File: src/hdl/oat_pkg.sv
`timescale 1ns / 1ps

package oat_pkg;

   localparam int KIND_W     = 3;
   localparam int POS_W      = 8;
   localparam int VALUE_W    = 32;
   localparam int STATUS_W   = 3;
   localparam int FOUND_W    = 7;
   localparam int COUNT_W    = 8;
   localparam int REQ_DATA_W = 40;
   localparam int RSP_DATA_W = 48;

   localparam logic [KIND_W-1:0] KIND_CLEAR  = 3'd0;
   localparam logic [KIND_W-1:0] KIND_INSERT = 3'd1;
   localparam logic [KIND_W-1:0] KIND_DELETE = 3'd2;
   localparam logic [KIND_W-1:0] KIND_SEARCH = 3'd3;
   localparam logic [KIND_W-1:0] KIND_READ   = 3'd4;

   localparam logic [STATUS_W-1:0] ST_OK       = 3'd0;
   localparam logic [STATUS_W-1:0] ST_FULL     = 3'd1;
   localparam logic [STATUS_W-1:0] ST_EMPTY    = 3'd2;
   localparam logic [STATUS_W-1:0] ST_BADPOS   = 3'd3;
   localparam logic [STATUS_W-1:0] ST_NOTFOUND = 3'd4;

   typedef enum logic [1:0] {
      WALK_INSERT,
      WALK_DELETE,
      WALK_SEARCH,
      WALK_READ
   } walk_mode_type;

   typedef struct packed {
      logic                capture;
      logic                init;
      walk_mode_type       mode;
      logic                rd;
      logic                shift_wr;
      logic                put;
      logic                cnt_clear;
      logic                cnt_inc;
      logic                cnt_dec;
      logic                set_status;
      logic [STATUS_W-1:0] status;
      logic                res_clear;
      logic                take_found;
      logic                take_read;
      logic                emit;
   } dp_cmd_type;

   typedef struct packed {
      logic [KIND_W-1:0] kind;
      logic              full;
      logic              empty;
      logic              pos_gt;
      logic              pos_ge;
      logic              walk;
      logic              pend;
      logic              match;
      logic              rsp_free;
   } dp_sts_type;

endpackage

File: src/hdl/oat_ram.sv
`timescale 1ns / 1ps

module oat_ram #(
   parameter int WIDTH = 32,
   parameter int DEPTH = 128
) (
   input  logic                     clock,
   input  logic                     wr_en,
   input  logic [$clog2(DEPTH)-1:0] wr_addr,
   input  logic [WIDTH-1:0]         wr_data,
   input  logic                     rd_en,
   input  logic [$clog2(DEPTH)-1:0] rd_addr,
   output logic [WIDTH-1:0]         rd_data
);

   logic [WIDTH-1:0] mem_ff [DEPTH];
   logic [WIDTH-1:0] rd_data_ff;

   always_ff @(posedge clock) begin
      if (wr_en) begin
         mem_ff[wr_addr] <= wr_data;
      end
      if (rd_en) begin
         rd_data_ff <= mem_ff[rd_addr];
      end
   end

   assign rd_data = rd_data_ff;

endmodule

File: src/hdl/oat_ctrl.sv
`timescale 1ns / 1ps

module oat_ctrl (
   input  logic               clock,
   input  logic               reset,
   input  logic               req_tvalid,
   output logic               req_tready,
   output oat_pkg::dp_cmd_type cmd,
   input  oat_pkg::dp_sts_type sts
);

   typedef enum logic [6:0] {
      S_IDLE  = 7'b0000001,
      S_CHECK = 7'b0000010,
      S_UP    = 7'b0000100,
      S_DOWN  = 7'b0001000,
      S_FIND  = 7'b0010000,
      S_FETCH = 7'b0100000,
      S_DONE  = 7'b1000000
   } state_type;

   state_type state_ff;
   state_type state_in;

   always_ff @(posedge clock) begin
      if (reset) begin
         state_ff <= S_IDLE;
      end else begin
         state_ff <= state_in;
      end
   end

   assign req_tready = (state_ff == S_IDLE);

   always_comb begin
      state_in = state_ff;
      cmd      = '0;
      unique case (state_ff)
         S_IDLE: begin
            if (req_tvalid) begin
               cmd.capture = 1'b1;
               state_in    = S_CHECK;
            end
         end
         S_CHECK: begin
            cmd.res_clear  = 1'b1;
            cmd.set_status = 1'b1;
            cmd.status     = oat_pkg::ST_OK;
            state_in       = S_DONE;
            unique case (sts.kind)
               oat_pkg::KIND_CLEAR: begin
                  cmd.cnt_clear = 1'b1;
               end
               oat_pkg::KIND_INSERT: begin
                  priority if (sts.full) begin
                     cmd.status = oat_pkg::ST_FULL;
                  end else if (sts.pos_gt) begin
                     cmd.status = oat_pkg::ST_BADPOS;
                  end else begin
                     cmd.init = 1'b1;
                     cmd.mode = oat_pkg::WALK_INSERT;
                     state_in = S_UP;
                  end
               end
               oat_pkg::KIND_DELETE: begin
                  priority if (sts.empty) begin
                     cmd.status = oat_pkg::ST_EMPTY;
                  end else if (sts.pos_ge) begin
                     cmd.status = oat_pkg::ST_BADPOS;
                  end else begin
                     cmd.init = 1'b1;
                     cmd.mode = oat_pkg::WALK_DELETE;
                     state_in = S_DOWN;
                  end
               end
               oat_pkg::KIND_SEARCH: begin
                  if (sts.empty) begin
                     cmd.status = oat_pkg::ST_EMPTY;
                  end else begin
                     cmd.init = 1'b1;
                     cmd.mode = oat_pkg::WALK_SEARCH;
                     state_in = S_FIND;
                  end
               end
               oat_pkg::KIND_READ: begin
                  priority if (sts.empty) begin
                     cmd.status = oat_pkg::ST_EMPTY;
                  end else if (sts.pos_ge) begin
                     cmd.status = oat_pkg::ST_BADPOS;
                  end else begin
                     cmd.init = 1'b1;
                     cmd.mode = oat_pkg::WALK_READ;
                     state_in = S_FETCH;
                  end
               end
               default: begin
                  cmd.status = oat_pkg::ST_BADPOS;
               end
            endcase
         end
         S_UP: begin
            cmd.rd       = sts.walk;
            cmd.shift_wr = sts.pend;
            if (!sts.walk && !sts.pend) begin
               cmd.put        = 1'b1;
               cmd.cnt_inc    = 1'b1;
               cmd.set_status = 1'b1;
               cmd.status     = oat_pkg::ST_OK;
               state_in       = S_DONE;
            end
         end
         S_DOWN: begin
            cmd.rd       = sts.walk;
            cmd.shift_wr = sts.pend;
            if (!sts.walk && !sts.pend) begin
               cmd.cnt_dec    = 1'b1;
               cmd.set_status = 1'b1;
               cmd.status     = oat_pkg::ST_OK;
               state_in       = S_DONE;
            end
         end
         S_FIND: begin
            if (sts.match) begin
               cmd.take_found = 1'b1;
               cmd.set_status = 1'b1;
               cmd.status     = oat_pkg::ST_OK;
               state_in       = S_DONE;
            end else begin
               cmd.rd = sts.walk;
               if (!sts.walk && !sts.pend) begin
                  cmd.set_status = 1'b1;
                  cmd.status     = oat_pkg::ST_NOTFOUND;
                  state_in       = S_DONE;
               end
            end
         end
         S_FETCH: begin
            cmd.rd = sts.walk;
            if (sts.pend) begin
               cmd.take_read  = 1'b1;
               cmd.set_status = 1'b1;
               cmd.status     = oat_pkg::ST_OK;
               state_in       = S_DONE;
            end
         end
         S_DONE: begin
            if (sts.rsp_free) begin
               cmd.emit = 1'b1;
               state_in = S_IDLE;
            end
         end
         default: begin
            state_in = S_IDLE;
         end
      endcase
   end

endmodule

File: src/hdl/oat_dpath.sv
`timescale 1ns / 1ps

module oat_dpath #(
   parameter int DEPTH = 128
) (
   input  logic                              clock,
   input  logic                              reset,
   input  logic [oat_pkg::REQ_DATA_W-1:0]    req_tdata,
   input  logic [oat_pkg::KIND_W-1:0]        req_tuser,
   output logic                              rsp_tvalid,
   input  logic                              rsp_tready,
   output logic [oat_pkg::RSP_DATA_W-1:0]    rsp_tdata,
   output logic [oat_pkg::STATUS_W-1:0]      rsp_tuser,
   input  oat_pkg::dp_cmd_type               cmd,
   output oat_pkg::dp_sts_type               sts
);

   localparam int AW   = $clog2(DEPTH);
   localparam int CW   = $clog2(DEPTH + 1);
   localparam int CMPW = (CW > oat_pkg::POS_W) ? CW : oat_pkg::POS_W;
   localparam int FW   = (AW > oat_pkg::FOUND_W) ? AW : oat_pkg::FOUND_W;

   logic [oat_pkg::KIND_W-1:0]   kind_ff;
   logic [oat_pkg::POS_W-1:0]    pos_ff;
   logic [oat_pkg::VALUE_W-1:0]  value_ff;
   logic [CW-1:0]                count_ff, count_in;
   logic [CW-1:0]                idx_ff, idx_in;
   logic [CW-1:0]                end_ff, end_in;
   logic                         walk_ff, walk_in;
   logic                         dir_dn_ff, dir_dn_in;
   logic                         pend_ff;
   logic [AW-1:0]                pend_addr_ff;
   logic [oat_pkg::STATUS_W-1:0] status_ff;
   logic [AW-1:0]                found_ff;
   logic [oat_pkg::VALUE_W-1:0]  rdval_ff;
   logic                         rsp_valid_ff;
   logic [oat_pkg::STATUS_W-1:0] rsp_status_ff;
   logic [oat_pkg::RSP_DATA_W-1:0] rsp_data_ff;

   logic [CMPW-1:0]              count_ext, pos_ext, pos_inc;
   logic [FW-1:0]                found_ext;
   logic [CW-1:0]                init_idx, init_end;
   logic                         init_walk, init_dir_dn;
   logic                         last_step;
   logic                         wr_en;
   logic [AW-1:0]                wr_addr;
   logic [oat_pkg::VALUE_W-1:0]  wr_data;
   logic [oat_pkg::VALUE_W-1:0]  rd_data;

   assign count_ext = CMPW'(count_ff);
   assign pos_ext   = CMPW'(pos_ff);
   assign pos_inc   = pos_ext + CMPW'(1);
   assign found_ext = FW'(found_ff);
   assign last_step = (idx_ff == end_ff);

   assign sts.kind     = kind_ff;
   assign sts.full     = (count_ff == CW'(DEPTH));
   assign sts.empty    = (count_ff == '0);
   assign sts.pos_gt   = (pos_ext > count_ext);
   assign sts.pos_ge   = (pos_ext >= count_ext);
   assign sts.walk     = walk_ff;
   assign sts.pend     = pend_ff;
   assign sts.match    = pend_ff && (rd_data == value_ff);
   assign sts.rsp_free = !rsp_valid_ff || rsp_tready;

   always_comb begin
      unique case (cmd.mode)
         oat_pkg::WALK_INSERT: begin
            init_idx    = count_ff - CW'(1);
            init_end    = pos_ext[CW-1:0];
            init_walk   = (count_ext != pos_ext);
            init_dir_dn = 1'b1;
         end
         oat_pkg::WALK_DELETE: begin
            init_idx    = pos_inc[CW-1:0];
            init_end    = count_ff - CW'(1);
            init_walk   = (pos_inc != count_ext);
            init_dir_dn = 1'b0;
         end
         oat_pkg::WALK_SEARCH: begin
            init_idx    = '0;
            init_end    = count_ff - CW'(1);
            init_walk   = 1'b1;
            init_dir_dn = 1'b0;
         end
         default: begin
            init_idx    = pos_ext[CW-1:0];
            init_end    = pos_ext[CW-1:0];
            init_walk   = 1'b1;
            init_dir_dn = 1'b0;
         end
      endcase
   end

   always_comb begin
      idx_in    = idx_ff;
      end_in    = end_ff;
      walk_in   = walk_ff;
      dir_dn_in = dir_dn_ff;
      if (cmd.init) begin
         idx_in    = init_idx;
         end_in    = init_end;
         walk_in   = init_walk;
         dir_dn_in = init_dir_dn;
      end else if (cmd.rd) begin
         walk_in = !last_step;
         if (!last_step) begin
            idx_in = dir_dn_ff ? (idx_ff - CW'(1)) : (idx_ff + CW'(1));
         end
      end
   end

   always_comb begin
      count_in = count_ff;
      priority if (cmd.cnt_clear) begin
         count_in = '0;
      end else if (cmd.cnt_inc) begin
         count_in = count_ff + CW'(1);
      end else if (cmd.cnt_dec) begin
         count_in = count_ff - CW'(1);
      end else begin
         count_in = count_ff;
      end
   end

   assign wr_en   = cmd.shift_wr || cmd.put;
   assign wr_addr = cmd.put ? pos_ext[AW-1:0]
                  : (dir_dn_ff ? (pend_addr_ff + AW'(1)) : (pend_addr_ff - AW'(1)));
   assign wr_data = cmd.put ? value_ff : rd_data;

   oat_ram #(
      .WIDTH (oat_pkg::VALUE_W),
      .DEPTH (DEPTH)
   ) u_ram (
      .clock   (clock),
      .wr_en   (wr_en),
      .wr_addr (wr_addr),
      .wr_data (wr_data),
      .rd_en   (cmd.rd),
      .rd_addr (idx_ff[AW-1:0]),
      .rd_data (rd_data)
   );

   always_ff @(posedge clock) begin
      if (reset) begin
         count_ff     <= '0;
         walk_ff      <= 1'b0;
         pend_ff      <= 1'b0;
         rsp_valid_ff <= 1'b0;
      end else begin
         count_ff <= count_in;
         walk_ff  <= walk_in;
         pend_ff  <= cmd.rd;
         if (cmd.emit) begin
            rsp_valid_ff <= 1'b1;
         end else if (rsp_tready) begin
            rsp_valid_ff <= 1'b0;
         end
      end
   end

   always_ff @(posedge clock) begin
      idx_ff    <= idx_in;
      end_ff    <= end_in;
      dir_dn_ff <= dir_dn_in;
      if (cmd.capture) begin
         kind_ff  <= req_tuser;
         pos_ff   <= req_tdata[oat_pkg::POS_W-1:0];
         value_ff <= req_tdata[oat_pkg::REQ_DATA_W-1:oat_pkg::POS_W];
      end
      if (cmd.rd) begin
         pend_addr_ff <= idx_ff[AW-1:0];
      end
      if (cmd.set_status) begin
         status_ff <= cmd.status;
      end
      if (cmd.res_clear) begin
         found_ff <= '0;
         rdval_ff <= '0;
      end
      if (cmd.take_found) begin
         found_ff <= pend_addr_ff;
      end
      if (cmd.take_read) begin
         rdval_ff <= rd_data;
      end
      if (cmd.emit) begin
         rsp_status_ff <= status_ff;
         rsp_data_ff   <= {1'b0, count_ext[oat_pkg::COUNT_W-1:0], rdval_ff,
                           found_ext[oat_pkg::FOUND_W-1:0]};
      end
   end

   assign rsp_tvalid = rsp_valid_ff;
   assign rsp_tdata  = rsp_data_ff;
   assign rsp_tuser  = rsp_status_ff;

endmodule

File: src/hdl/ordered_array_table_core.sv
`timescale 1ns / 1ps
// Clear and rejected requests go straight from the check to the response; a read fetches one entry.
// Insert shifts the entries from the last down to the position up by one, delete shifts those
// above the position down by one, and search scans from index 0 until a match: one entry per cycle.
// Throughput: one request at a time; the next is taken as soon as the response is queued.
// Reset (synchronous, active high) empties the table; entry storage is not cleared.
module ordered_array_table_core #(
   parameter int DEPTH = 128
) (
   input  logic                           clock,
   input  logic                           reset,
   input  logic                           req_tvalid,
   output logic                           req_tready,
   input  logic [oat_pkg::REQ_DATA_W-1:0] req_tdata,  // position[7:0], value[39:8]
   input  logic [oat_pkg::KIND_W-1:0]     req_tuser,  // kind[2:0]
   output logic                           rsp_tvalid,
   input  logic                           rsp_tready,
   output logic [oat_pkg::RSP_DATA_W-1:0] rsp_tdata,  // found_index[6:0], read_value[38:7],
                                                      // entry_count[46:39], zero[47]
   output logic [oat_pkg::STATUS_W-1:0]   rsp_tuser   // status[2:0]
);

   oat_pkg::dp_cmd_type cmd;
   oat_pkg::dp_sts_type sts;

   oat_ctrl u_ctrl (
      .clock      (clock),
      .reset      (reset),
      .req_tvalid (req_tvalid),
      .req_tready (req_tready),
      .cmd        (cmd),
      .sts        (sts)
   );

   oat_dpath #(
      .DEPTH (DEPTH)
   ) u_dpath (
      .clock      (clock),
      .reset      (reset),
      .req_tdata  (req_tdata),
      .req_tuser  (req_tuser),
      .rsp_tvalid (rsp_tvalid),
      .rsp_tready (rsp_tready),
      .rsp_tdata  (rsp_tdata),
      .rsp_tuser  (rsp_tuser),
      .cmd        (cmd),
      .sts        (sts)
   );

endmodule

File: config.mk
export PLATFORM = sky130hd
export DESIGN_NAME = ordered_array_table_core
export DESIGN_NICKNAME = d
export VERILOG_FILES = /design/src/hdl/oat_pkg.sv /design/src/hdl/oat_ram.sv /design/src/hdl/oat_ctrl.sv /design/src/hdl/oat_dpath.sv /design/src/hdl/ordered_array_table_core.sv
export SDC_FILE = /design/constraint.sdc
export NUM_CORES = 2
export LEC_CHECK = 0
export BUFFER_PORTS_ARGS = -buffer_cell sky130_fd_sc_hd__buf_2
export CAP_MARGIN = 20
export CORE_MARGIN = 10
export CORE_UTILIZATION = 60
export DETAILED_ROUTE_END_ITERATION = 10
export PLACE_DENSITY = 0.76
export SETUP_SLACK_MARGIN = 0.2
export SLEW_MARGIN = 20
export SYNTH_ARGS = -nofsm -noshare
export SYNTH_HDL_FRONTEND = slang
export SYNTH_SLANG_ARGS = --single-unit
File: constraint.sdc
create_clock -name clock -period 8.2 [get_ports clock]
set_input_delay 0 -clock clock [delete_from_list [all_inputs] [get_ports clock]]
set_output_delay 0 -clock clock [all_outputs]
set_load 0.005 [all_outputs]
==> results.toml <==
[global_routing]
grt_pass1_wl_um = 642500
overflow = 0
grt_usage_pct = 30.67
antenna_found_initial = 33
grt_max_degree = 141
grt_pass1_vias = 81710

[sta]
fin_setup_tns_ns = 0
fin_skew_ns = 0.04291
drv_slew = 0
rsz0062_at_grt = "no"
period_minus_slack_ns = 5.553
worst_pin_slew_ns = 1.339
slew_headroom_pct = 10.73
fin_crit_sh_pct = 67.71
fmax_mhz = 180.1
setup_viol_count_final = 0
final_hold_viol_count = 0
whs_ns = 0.06884

[routing]
wl_per_cell_um = 40.22
drtPass1Iterations = 9
wl_um = 465300
via_per_inst = 7.210
vias = 83400
drc = 0
drtIter0Drc = 15210
antenna_left = 0

[die]
die_area_um2 = 297000
row_count = 192
die_h_um = 545.0
initial_core_util_pct = 60.34
core_area_um2 = 274100
ioPinCount = 100
dieWidth_um = 545.0

[worst_setup_path]
path_delay_family = "compound AO/OA/AOI/OAI gates"
endpoint_kind = "flop"
cp_max_fo = 63
crit_type = "flop to flop"
worstPathCellList = "buf_4, buf_4, mux4_2, mux4_2, a22oi_1, nand3_1, a31o_1"
worstPathRequired_ns = 8.86
timing.critical_path.buf_inv = 2
cp-start-kind = "flop"
cp.arrival_ns = 6.22
critical-path-slowest-cell = "a22oi_1"
cpPeakStageDelay_ns = 0.98

[synth]
syn_area_per_cell_um2 = 23.36
syn_inst = 7081
synth_edf_count = 4287
synth_area_um2 = 165400
syn_nets = 7156
async_flop_share_pct = 0
synth_warnings = 0
seq_area_frac_synth_pct = 78.05
ys.flop_type = "edfxtp_1"
synth_seq_cells = 4305
synth_cell_types = 66

[finish]
finish.instance_area_um2 = 187400
stdcell_count = 11570
final_layout_size_suffix_gt1_share_pct = 29.73
multiInputGateArea_um2 = 35960
finalNetCount = 7616
seq_area_um2 = 129100
area_delta_synth_final_pct = 13.29
n_fill_cell = 15350

[clock_network]
cts_buffer_depth = 4
postCtsSetupBuffers = 0
numCtsBuffers = 407
cts_tree = "built"
root_buffer = "clkbuf_16"
h-tree-depth = 5
cts_sinks = 4305
insertion_delay_ns = 0.94
cts.clk_slew.worst_paths_ns = 0.06

[status]
status = "completed"

[placement]
dp_cells = 10700
gp_congestion = 0.9107
post_dp_cell_area_um2 = 172600
place_hpwl_um = 244500
port_buffers = 98

[run]
cap_violations = 0

[power_and_ir_drop]
power.density_cell_area_nw_per_um2 = 230.3
p_leak_nw = 58.30
vdd_drop_max_mv = 0.1901
power_w = 0.04315

[hold_path]
min_path_type = "primary input to flop"
## power breakdown
group,internal (W),leakage [nW],switching [W],total (W)
sequential,0.0239,38.6,0.0000418,0.0239
combinational,0.0000731,13.2,0.0000763,0.000149
clock,0.0108,6.50,0.00827,0.0191
## worst paths after layout
check	startpoint	endpoint	slack (ns)	cells after the start
worst max-delay path	u_dpath.idx_ff[1]	u_dpath.u_ram.rd_data[18]	2.65	7
worst min-delay path	reset	u_dpath.walk_ff	0.07	5
worst max register to register	u_dpath.idx_ff[1]	u_dpath.u_ram.rd_data[18]	2.65	7
worst min register to register	u_dpath.rdval_ff[23]	u_dpath.rsp_tdata[30]	0.42	0
## metal layers
metal  GRT usage [%]  vias to the layer above  share of wire [%]
met2           45.74                     7474                 46
li1                -                    31090                  -
met3           10.30                     1168                 15
met5               0                        -              0.044
met4           12.47                       30                5.4
met1           42.47                    43640                 33
## layout make-up
| type | instances | share of cell area, % |
|---|---|---|
| sequential | 4305 | 68.90 |
| multi-input combinational | 2374 | 19.19 |
| clock buffer | 494 | 5.706 |
| tap | 3686 | 2.461 |
| timing repair buffer | 423 | 2.307 |
| clock inverter | 246 | 1.362 |
| inverter | 30 | 0.06010 |
| antenna | 10 | 0.01336 |
## synthesized netlist by cell type, types with 4 or more instances
library cell / n / area (um2)
nand4_1: 13 / 81.33
nor2_1: 204 / 765.7
mux2_2: 7 / 78.83
o2111ai_1: 32 / 280.3
dfxtp_1: 18 / 360.4
and3_1: 36 / 225.2
a31o_1: 32 / 280.3
edfxtp_1: 4287 / 128700
xnor2_1: 46 / 402.9
inv_1: 30 / 112.6
buf_4: 9 / 67.56
nand2_1: 263 / 987.2
nor4_1: 7 / 43.79
a22oi_1: 65 / 488.0
nor3_1: 19 / 95.09
ha_1: 26 / 325.3
buf_2: 117 / 585.6
mux4_2: 1216 / 27390
buf_6: 5 / 56.30
a21o_1: 5 / 37.54
nand3_1: 51 / 255.2
xor2_1: 32 / 280.3
o22ai_1: 7 / 43.79
clkbuf_1: 202 / 758.2
mux2i_1: 138 / 1381
or3_1: 4 / 25.02
nor2b_1: 11 / 68.82
nand2b_1: 7 / 43.79
a31oi_1: 9 / 56.30
o21ai_0: 28 / 140.1
a21oi_1: 55 / 275.3
o211ai_1: 5 / 37.54
and2_1: 9 / 56.30
buf_1: 39 / 146.4
## sequential cells by signal, indices dropped and copies added, names as in the netlist, 8 cells and up
signal                 count
u_dpath.end_ff             8
u_dpath.pos_ext            8
u_dpath.idx_ff             8
u_dpath.value_ff          32
u_dpath.rdval_ff          32
u_dpath.rsp_tdata         47
u_dpath.u_ram.rd_data     32
u_dpath.count_ext          8
u_dpath.u_ram.mem_ff    4096
## kinds of logic (layout without fill, tap and decap cells)
logic type,count (synthesis),in the layout,synth area share (%)
DFF,4305,4305,78.05
muxes,1361,1361,17.44
and+or+nand+nor,639,639,1.682
buffers and inverters,402,1193,1.044
AOI/OAI and AO/OA,266,266,1.136
xor gates and xnor gates,78,78,0.4131
adders and majority gates,29,29,0.2270
other,1,11,0.002267
## layout by cell type (no fill, tap or decap), types with 31 or more instances in the layout
| cell type | instances |
|---|---|
| nor2_4 | 128 |
| buf_12 | 41 |
| o2111ai_1 | 32 |
| buf_16 | 31 |
| bufinv_16 | 49 |
| xnor2_1 | 46 |
| xor2_1 | 32 |
| clkinv_2 | 97 |
| a21oi_1 | 51 |
| buf_4 | 155 |
| nand3_1 | 51 |
| nand2_1 | 231 |
| clkbuf_16 | 415 |
| a22oi_1 | 65 |
| clkbuf_1 | 78 |
| and3_1 | 36 |
| nor2_1 | 74 |
| buf_2 | 98 |
| mux2i_1 | 138 |
| mux4_2 | 1216 |
| clkinv_1 | 65 |
| dlygate4sd3_1 | 93 |
| edfxtp_1 | 4287 |
| a31o_1 | 32 |
## metrics by stage
stage	utilization, %	setup slack [ns]
finish	68.36	2.647
global route	68.35	2.726
CTS	68.16	2.988
detailed placement	62.98	3.061
global placement	62.67	2.725
floorplan	-	3.936
## worst min-delay path: cells and delay by family
| kind | cells | cell delay, ns |
|---|---|---|
| multiplexers | 1 | 0.07 |
| buffers and inverters | 2 | 0.73 |
| AO/OA/AOI/OAI | 2 | 0.13 |
## timing repair
action                    4_1_cts  5_1_grt
hold buffers                   93        0
hold endpoints to repair      114        0
gates resized for setup         0        0
Note: power is estimated with default switching activity, not from simulation.
